===== config.mk =====
export PLATFORM = sky130hd
export DESIGN_NAME = reloc_masked_crc_signature_match
export DESIGN_NICKNAME = d
export VERILOG_FILES = /design/src/design/rmcrc_pkg.sv /design/src/design/rmcrc_queue.sv /design/src/design/rmcrc_front.sv /design/src/design/rmcrc_back.sv /design/src/design/reloc_masked_crc_signature_match.sv
export SDC_FILE = /design/constraint.sdc
export NUM_CORES = 1
export LEC_CHECK = 0
export ABC_AREA = 0
export BUFFER_PORTS_ARGS = -buffer_cell sky130_fd_sc_hd__clkbuf_2
export CAP_MARGIN = 20
export CORE_ASPECT_RATIO = 1.25
export CORE_MARGIN = 2
export CORE_UTILIZATION = 40
export DETAILED_ROUTE_END_ITERATION = 12
export GPL_TIMING_DRIVEN = 0
export PLACE_DENSITY = 0.59
export SYNTH_ARGS = -nofsm -noshare
export SYNTH_HDL_FRONTEND = slang
export SYNTH_HIERARCHICAL = 1
export SYNTH_SLANG_ARGS = --single-unit

===== constraint.sdc =====
create_clock -name i_clk -period 4.58 [get_ports i_clk]
set_input_delay 0.916 -clock i_clk [delete_from_list [all_inputs] [get_ports i_clk]]
set_output_delay 0.916 -clock i_clk [all_outputs]
set_load 0.01 [all_outputs]

===== src/design/rmcrc_pkg.sv =====
`timescale 1ns / 1ps
`default_nettype none

package rmcrc_pkg;

    localparam int HEAD_BYTES_DEF = 8;
    localparam int CNT_W          = 4;
    localparam int CFG_IDX_W      = 1;
    localparam int QUEUE_DEPTH    = 2;

    localparam logic [31:0] CRC_POLY    = 32'hEDB8_8320;
    localparam logic [31:0] CRC_INIT    = 32'hFFFF_FFFF;
    localparam logic [7:0]  TARGET_MASK = 8'hFC;

    typedef enum logic [1:0] {
        RELOC_NONE     = 2'd0,
        RELOC_TARGET26 = 2'd1,
        RELOC_HILO16   = 2'd2
    } t_reloc;

    typedef enum logic [CFG_IDX_W-1:0] {
        CFG_HEAD_CRC = 1'b0,
        CFG_FULL_CRC = 1'b1
    } t_cfg_reg;

    typedef struct packed {
        logic [7:0] data;
        logic       last;
    } t_mid_item;

    typedef struct packed {
        logic [31:0] head_crc;
        logic [31:0] full_crc;
    } t_res_item;

    function automatic logic [31:0] crc_byte(input logic [31:0] crc, input logic [7:0] b);
        logic [31:0] c;
        c = crc ^ {24'd0, b};
        for (int i = 0; i < 8; i++) begin
            if (c[0]) begin
                c = (c >> 1) ^ CRC_POLY;
            end else begin
                c = c >> 1;
            end
        end
        return c;
    endfunction

endpackage

`default_nettype wire


===== src/design/rmcrc_queue.sv =====
`timescale 1ns / 1ps
`default_nettype none

module rmcrc_queue #(
    parameter int WIDTH = 9,
    parameter int DEPTH = 2
) (
    input  wire logic             i_clk,
    input  wire logic             i_rst_n,
    input  wire logic             i_wr,
    input  wire logic [WIDTH-1:0] i_wdata,
    output logic                  o_full,
    input  wire logic             i_rd,
    output logic [WIDTH-1:0]      o_rdata,
    output logic                  o_empty
);

    localparam int AW = (DEPTH > 1) ? $clog2(DEPTH) : 1;
    localparam int CW = $clog2(DEPTH + 1);

    logic [WIDTH-1:0] r_mem [DEPTH];
    logic [AW-1:0]    r_wr_ptr, n_wr_ptr;
    logic [AW-1:0]    r_rd_ptr, n_rd_ptr;
    logic [CW-1:0]    r_count, n_count;
    logic             w_do_wr, w_do_rd;

    assign o_full  = (r_count == CW'(DEPTH));
    assign o_empty = (r_count == '0);
    assign o_rdata = r_mem[r_rd_ptr];
    assign w_do_wr = i_wr && !o_full;
    assign w_do_rd = i_rd && !o_empty;

    always_comb begin
        n_wr_ptr = r_wr_ptr;
        n_rd_ptr = r_rd_ptr;
        n_count  = r_count;
        if (w_do_wr) begin
            n_wr_ptr = (r_wr_ptr == AW'(DEPTH - 1)) ? '0 : r_wr_ptr + AW'(1);
        end
        if (w_do_rd) begin
            n_rd_ptr = (r_rd_ptr == AW'(DEPTH - 1)) ? '0 : r_rd_ptr + AW'(1);
        end
        if (w_do_wr && !w_do_rd) begin
            n_count = r_count + CW'(1);
        end else if (w_do_rd && !w_do_wr) begin
            n_count = r_count - CW'(1);
        end
    end

    always_ff @(posedge i_clk) begin
        if (!i_rst_n) begin
            r_wr_ptr <= '0;
            r_rd_ptr <= '0;
            r_count  <= '0;
        end else begin
            r_wr_ptr <= n_wr_ptr;
            r_rd_ptr <= n_rd_ptr;
            r_count  <= n_count;
        end
    end

    always_ff @(posedge i_clk) begin
        if (w_do_wr) begin
            r_mem[r_wr_ptr] <= i_wdata;
        end
    end

endmodule

`default_nettype wire


===== src/design/rmcrc_front.sv =====
`timescale 1ns / 1ps
`default_nettype none

module rmcrc_front (
    input  wire logic         i_clk,
    input  wire logic         i_rst_n,
    input  wire logic         i_accept,
    input  wire logic [7:0]   i_code_byte,
    input  wire logic [1:0]   i_reloc_kind,
    input  wire logic         i_last_byte,
    output rmcrc_pkg::t_mid_item o_item
);

    import rmcrc_pkg::*;

    logic [1:0] r_lane, n_lane;
    logic [7:0] w_masked;

    // mask relocated fields by byte lane
    always_comb begin
        case (t_reloc'(i_reloc_kind))
            RELOC_TARGET26: w_masked = (r_lane == 2'd0) ? (i_code_byte & TARGET_MASK) : 8'h00;
            RELOC_HILO16:   w_masked = r_lane[1] ? 8'h00 : i_code_byte;
            default:        w_masked = i_code_byte;
        endcase
    end

    always_comb begin
        n_lane = r_lane;
        if (i_accept) begin
            n_lane = i_last_byte ? 2'd0 : r_lane + 2'd1;
        end
    end

    assign o_item.data = w_masked;
    assign o_item.last = i_last_byte;

    always_ff @(posedge i_clk) begin
        if (!i_rst_n) begin
            r_lane <= 2'd0;
        end else begin
            r_lane <= n_lane;
        end
    end

endmodule

`default_nettype wire


===== src/design/rmcrc_back.sv =====
`timescale 1ns / 1ps
`default_nettype none

module rmcrc_back #(
    parameter int HEAD_BYTES = rmcrc_pkg::HEAD_BYTES_DEF
) (
    input  wire logic                 i_clk,
    input  wire logic                 i_rst_n,
    input  wire logic                 i_avail,
    input  wire rmcrc_pkg::t_mid_item i_item,
    output logic                      o_take,
    input  wire logic                 i_res_full,
    output logic                      o_res_push,
    output rmcrc_pkg::t_res_item      o_res
);

    import rmcrc_pkg::*;

    logic [31:0]      r_crc, n_crc;
    logic [31:0]      r_head, n_head;
    logic [CNT_W-1:0] r_cnt, n_cnt;
    logic [31:0]      w_crc_upd;
    logic [CNT_W-1:0] w_cnt_upd;
    logic [31:0]      w_head_upd;

    assign o_take     = i_avail && (!i_item.last || !i_res_full);
    assign o_res_push = o_take && i_item.last;
    assign w_crc_upd  = crc_byte(r_crc, i_item.data);

    always_comb begin
        w_cnt_upd  = r_cnt;
        w_head_upd = r_head;
        if (r_cnt < CNT_W'(HEAD_BYTES)) begin
            w_cnt_upd = r_cnt + CNT_W'(1);
            if (w_cnt_upd == CNT_W'(HEAD_BYTES)) begin
                w_head_upd = ~w_crc_upd;
            end
        end
    end

    assign o_res.full_crc = ~w_crc_upd;
    assign o_res.head_crc = (w_cnt_upd >= CNT_W'(HEAD_BYTES)) ? w_head_upd : ~w_crc_upd;

    always_comb begin
        n_crc  = r_crc;
        n_head = r_head;
        n_cnt  = r_cnt;
        if (o_take) begin
            if (i_item.last) begin
                n_crc  = CRC_INIT;
                n_head = '0;
                n_cnt  = '0;
            end else begin
                n_crc  = w_crc_upd;
                n_head = w_head_upd;
                n_cnt  = w_cnt_upd;
            end
        end
    end

    always_ff @(posedge i_clk) begin
        if (!i_rst_n) begin
            r_crc  <= CRC_INIT;
            r_head <= '0;
            r_cnt  <= '0;
        end else begin
            r_crc  <= n_crc;
            r_head <= n_head;
            r_cnt  <= n_cnt;
        end
    end

    a_cnt_bound: assert property (@(posedge i_clk) disable iff (!i_rst_n)
        r_cnt <= CNT_W'(HEAD_BYTES))
        else $error("head count past limit");

    a_head_clear: assert property (@(posedge i_clk) disable iff (!i_rst_n)
        (r_cnt < CNT_W'(HEAD_BYTES)) |-> (r_head == '0))
        else $error("head crc set before head complete");

    a_frag_restart: assert property (@(posedge i_clk) disable iff (!i_rst_n)
        o_res_push |=> (r_crc == CRC_INIT) && (r_cnt == '0))
        else $error("state not cleared after last byte");

    a_no_drop: assert property (@(posedge i_clk) disable iff (!i_rst_n)
        (i_avail && i_item.last && i_res_full) |-> !o_take)
        else $error("last byte taken with result queue full");

endmodule

`default_nettype wire


===== src/design/reloc_masked_crc_signature_match.sv =====
// Relocation-masked CRC-32 signature matcher. Bytes of a code fragment enter
// one per request in order, each tagged with the relocation kind of its word;
// relocated fields are masked by byte lane (words aligned to the fragment
// start) and fed to a reflected CRC-32. The request marked last_byte yields
// one result: the full CRC, whether the CRC of the first HEAD_BYTES bytes (or
// of the whole fragment, if shorter) matches the expected head CRC, and
// whether both match. Other requests yield nothing. One byte is taken every
// cycle, unless a last byte meets a full output queue; that rate is set by
// the combinational eight-bit CRC update in the back end. A result reaches
// the output queue via the mid queue and back end. The user must write
// expected CRCs only while no fragment is in flight; the block does not check.
`timescale 1ns / 1ps
`default_nettype none

module reloc_masked_crc_signature_match #(
    parameter int HEAD_BYTES = rmcrc_pkg::HEAD_BYTES_DEF
) (
    input  wire logic                           i_clk,
    input  wire logic                           i_rst_n,
    input  wire logic                           push,
    output logic                                full,
    input  wire logic [7:0]                     i_code_byte,
    input  wire logic [1:0]                     i_reloc_kind,
    input  wire logic                           i_last_byte,
    output logic                                empty,
    input  wire logic                           pop,
    output logic                                o_head_match,
    output logic                                o_signature_match,
    output logic [31:0]                         o_full_crc,
    input  wire logic                           i_cfg_valid,
    output logic                                o_cfg_ready,
    input  wire logic [rmcrc_pkg::CFG_IDX_W-1:0] i_cfg_index,
    input  wire logic [31:0]                    i_cfg_data
);

    import rmcrc_pkg::*;

    logic        w_in_accept;
    t_mid_item   w_front_item;
    t_mid_item   w_mid_item;
    logic        w_mid_full, w_mid_empty, w_mid_take;
    t_res_item   w_res_in, w_res_out;
    logic        w_res_full, w_res_push;
    logic [31:0] r_exp_head, r_exp_full;

    assign w_in_accept = push && !w_mid_full;
    assign full        = w_mid_full;
    assign o_cfg_ready = 1'b1;

    rmcrc_front u_front (
        .i_clk        (i_clk),
        .i_rst_n      (i_rst_n),
        .i_accept     (w_in_accept),
        .i_code_byte  (i_code_byte),
        .i_reloc_kind (i_reloc_kind),
        .i_last_byte  (i_last_byte),
        .o_item       (w_front_item)
    );

    rmcrc_queue #(
        .WIDTH ($bits(t_mid_item)),
        .DEPTH (QUEUE_DEPTH)
    ) u_mid_q (
        .i_clk   (i_clk),
        .i_rst_n (i_rst_n),
        .i_wr    (w_in_accept),
        .i_wdata (w_front_item),
        .o_full  (w_mid_full),
        .i_rd    (w_mid_take),
        .o_rdata (w_mid_item),
        .o_empty (w_mid_empty)
    );

    rmcrc_back #(
        .HEAD_BYTES (HEAD_BYTES)
    ) u_back (
        .i_clk      (i_clk),
        .i_rst_n    (i_rst_n),
        .i_avail    (!w_mid_empty),
        .i_item     (w_mid_item),
        .o_take     (w_mid_take),
        .i_res_full (w_res_full),
        .o_res_push (w_res_push),
        .o_res      (w_res_in)
    );

    rmcrc_queue #(
        .WIDTH ($bits(t_res_item)),
        .DEPTH (QUEUE_DEPTH)
    ) u_res_q (
        .i_clk   (i_clk),
        .i_rst_n (i_rst_n),
        .i_wr    (w_res_push),
        .i_wdata (w_res_in),
        .o_full  (w_res_full),
        .i_rd    (pop),
        .o_rdata (w_res_out),
        .o_empty (empty)
    );

    always_ff @(posedge i_clk) begin
        if (!i_rst_n) begin
            r_exp_head <= '0;
            r_exp_full <= '0;
        end else if (i_cfg_valid && o_cfg_ready) begin
            case (t_cfg_reg'(i_cfg_index))
                CFG_HEAD_CRC: r_exp_head <= i_cfg_data;
                CFG_FULL_CRC: r_exp_full <= i_cfg_data;
                default: ;
            endcase
        end
    end

    assign o_full_crc        = w_res_out.full_crc;
    assign o_head_match      = (w_res_out.head_crc == r_exp_head);
    assign o_signature_match = o_head_match && (w_res_out.full_crc == r_exp_full);

endmodule

`default_nettype wire


==> impl_metrics.csv <==
group,metric,value,unit
status,run_status,"completed",
place,placement.io_buffers,84,
synth,synth.avg_cell_area,12.26,sq um
cells_and_area,fillers,2856,
synth,post-synth-top-area-cell,"sky130_fd_sc_hd__edfxtp_1",
setup_path,rr_worst_depth,10,
route,avgViaCountPerCell,5.029,
timing,final-setup-viol-count,0,
setup_path,crit_fanout,10,
clock_network,cts_tree,"built",
setup_path,data_required_time_at_the_worst_endpoint,3.66,ns
route,wirelength,30.37,mm
route,detail_route.drc_violations,0,
floorplan,number_of_rows_in_the_core_area,72,
floorplan,x_dimension_of_the_die,162.2,um
global_route,grtUsageTotal,18.55,%
synth,postSynthRegisterBits,290,
timing,postLayoutSetupSlackWorst,0.3873,ns
floorplan,start_util,40.48,%
clock_network,cts_resized,0,
route,dr.pass1.iters,5,
floorplan,die_h,201.7,um
timing,max_freq,238.5,MHz
setup_path,crit_type,"reg2out",
synth,synth-edff-count,146,
timing,maxSlewViolCount,0,
cells_and_area,final_layout_size_suffix_gt1_share,24.46,%
clock_network,clock_input_transition_at_the_sequential_cells_of_the_worst_setup_and_hold_paths,0.07,ns
synth,post_synth_instance_area,12510,sq um
clock_network,clock_tree.root_cell,"sky130_fd_sc_hd__clkbuf_16",
timing,relSlewSlack,37.41,%
cells_and_area,antenna_cells,0,
synth,synth.yosys.warnings,6,
route,vias_post_dr,7905,
place,placement.setup.worst_slack,0.9410,ns
clock_network,cts-buffers-inserted,30,
timing,max_slew.worst_pin.slew,0.9358,ns
timing,min_period_over_period,91.54,%
synth,synth_top_flop_cell,"sky130_fd_sc_hd__edfxtp_1",
clock_network,ctsHtreeMaxLevel,1,
synth,yosys.cell_count.top_type,"sky130_fd_sc_hd__nand2_1",
floorplan,num_io_pins,86,
timing,grt_setup_unrepaired,"no",
clock_network,cts-hold-fix-buffers,0,
clock_network,tritoncts_num_sinks,290,
synth,synth_area_leaders,"sky130_fd_sc_hd__edfxtp_1, sky130_fd_sc_hd__dfxtp_1, sky130_fd_sc_hd__mux2_2, sky130_fd_sc_hd__xor2_1, sky130_fd_sc_hd__nand2_1",
timing,final_hold_viol_count,0,
global_route,residual_overflow_from_global_routing,0,
cells_and_area,layout.cell_area.non_filler,14630,sq um
synth,yosysTopAreaCellShare,35.05,%
place,place_congestion,0.8424,
worst_hold_path,hold_path_depth,2,
clock_network,clk_path_buf_depth,3,
floorplan,design.die.area,32710,sq um
cells_and_area,area.growth.synth_to_final,16.97,%
job,timing.max_cap.violations,0,
setup_path,cp-end-kind,"primary output",
cells_and_area,post_layout_nets,1198,
synth,ys_seq_area_share,58.10,%
global_route,grt_first_pass_wirelength,45.97,mm
place,placed_area,13570,sq um
setup_path,reg2reg_setup_slack,1.27,ns
place,dpl.hpwl,22.58,mm
route,post_drt_wl_per_cell,19.32,um
synth,post_synth_most_frequent_cells,"sky130_fd_sc_hd__nand2_1, sky130_fd_sc_hd__edfxtp_1, sky130_fd_sc_hd__dfxtp_1",
setup_path,critical_path_arrival,3.28,ns
synth,async_reset_ff_share,0,%
timing,final.setup.tns,0,ns
global_route,grt_max_degree,50,
clock_network,cts_setup_buffers,0,
timing,fin_hold_ws,0.4753,ns
route,dr.first_iter.drc_count,459,
synth,netlist-cell-type-count,48,
worst_hold_path,timing.hold.worst_endpoint,"r_exp_full[3]",
setup_path,critical_path.reg2reg.endpoint,"u_res_q/r_mem[0][29]",
global_route,grt_antenna_before_repair,0,
setup_path,cp-start-kind,"flop",
worst_hold_path,hold_path_class,"reg2reg",
synth,postSynthNetCount,1077,
clock_network,clk-insertion-delay-late,0.55,ns
timing,final.min_clock_period,4.193,ns
timing,post_route_skew,0.01051,ns
route,antenna_left,0,
worst_hold_path,worst_hold_startpoint,"r_exp_full[3]",
synth,synth_cells,1020,
floorplan,placeableCoreArea,30900,sq um
global_route,grt_pass1_vias,7779,
metrics by stage:
stage,util [%],std cells
floorplan,-,1020
global placement,43.48,1511
detailed placement,43.93,1516
CTS,47.34,1572
global route,47.34,1572
finish,47.34,1572
cells by family (layout without fill, tap and decap cells):
| family | after synthesis | in the layout | synth area share, % |
|---|---|---|---|
| adder cells (fa/ha/maj) | 8 | 8 | 0.8004 |
| flip-flops | 290 | 290 | 58.10 |
| AO/OA/AOI/OAI | 169 | 169 | 9.554 |
| buffers and inverters | 71 | 216 | 2.711 |
| AND/OR/NAND/NOR | 235 | 235 | 8.653 |
| other | 1 | 1 | 0.02998 |
| XOR/XNOR | 142 | 142 | 10.78 |
| multiplexers | 104 | 104 | 9.364 |
sequential cells by signal (all words and copies together) (netlist names), named ones only:
signal / flops
u_res_q/r_mem: 128
u_res_q/r_wr_ptr: 1
u_res_q/r_rd_ptr: 1
u_back/r_cnt: 4
u_back/r_head: 32
u_mid_q/r_count: 2
u_front/r_lane: 2
r_exp_full: 32
u_mid_q/r_rd_ptr: 1
u_mid_q/r_mem: 18
u_mid_q/r_wr_ptr: 1
r_exp_head: 32
u_back/r_crc: 32
u_res_q/r_count: 2
worst max-delay path, cell delays in order (launching register included):
cell and delay (ns):
sky130_fd_sc_hd__dfxtp_1 0.30, sky130_fd_sc_hd__buf_2 0.32, sky130_fd_sc_hd__buf_6 0.22, sky130_fd_sc_hd__mux2_2 0.40
sky130_fd_sc_hd__xor2_1 0.15, sky130_fd_sc_hd__nor4_1 0.69, sky130_fd_sc_hd__nand4_1 0.21, sky130_fd_sc_hd__nor4_2 0.26
sky130_fd_sc_hd__clkbuf_2 0.17
routing by layer:
layer / wire length, um / vias to the layer above / GRT usage [%]
met3: 930 / 36 / 2.123
li1: - / 3835 / -
met1: 12980 / 3881 / 23.29
met2: 15430 / 153 / 32.81
met5: 0 / - / 0
met4: 1037 / 0 / 6.700
worst max-delay path by stage:
stage | startpoint | to | slack (ns) | cells past startpoint
3_3_place_gp | flop | u_res_q/r_mem[0][29] | -1.64 | 7
6_report | flop | o_signature_match | 0.39 | 8
2_1_floorplan | flop | u_res_q/r_mem[0][0] | 0.16 | 7
5_1_grt | flop | o_signature_match | 0.33 | 8
4_1_cts | flop | o_signature_match | 0.35 | 8
3_5_place_dp | flop | o_signature_match | 0.94 | 8
cell usage in the layout (no fill, tap or decap), drive strengths merged, types with 9 or more instances in the layout:
| cell type | instances |
|---|---|
| and2 | 9 |
| a21oi | 19 |
| xor2 | 90 |
| a22oi | 13 |
| nand2 | 148 |
| a21boi | 73 |
| dfxtp | 144 |
| nor3 | 10 |
| inv | 21 |
| mux2 | 104 |
| nor4 | 17 |
| xnor2 | 51 |
| a22o | 19 |
| edfxtp | 146 |
| nor2 | 12 |
| o211ai | 14 |
| o21ai | 20 |
| clkbuf | 155 |
| buf | 27 |
| nor2b | 16 |
final cells by class:
cell class,instances,area [sq um],area share (%)
multi-input cells,659,4912,33.58
inverters,19,71.32,0.4875
repair buffers,89,545.5,3.729
flip-flops and latches,290,7267,49.68
clock inverters,15,150.1,1.026
clock buffers,41,905.9,6.192
well taps,407,509.2,3.481
plain buffers,52,267.8,1.830
Power is left out: the tool's default activity adds up to more than one toggle a clock period on the data nets, which glitch-free logic cannot reach.
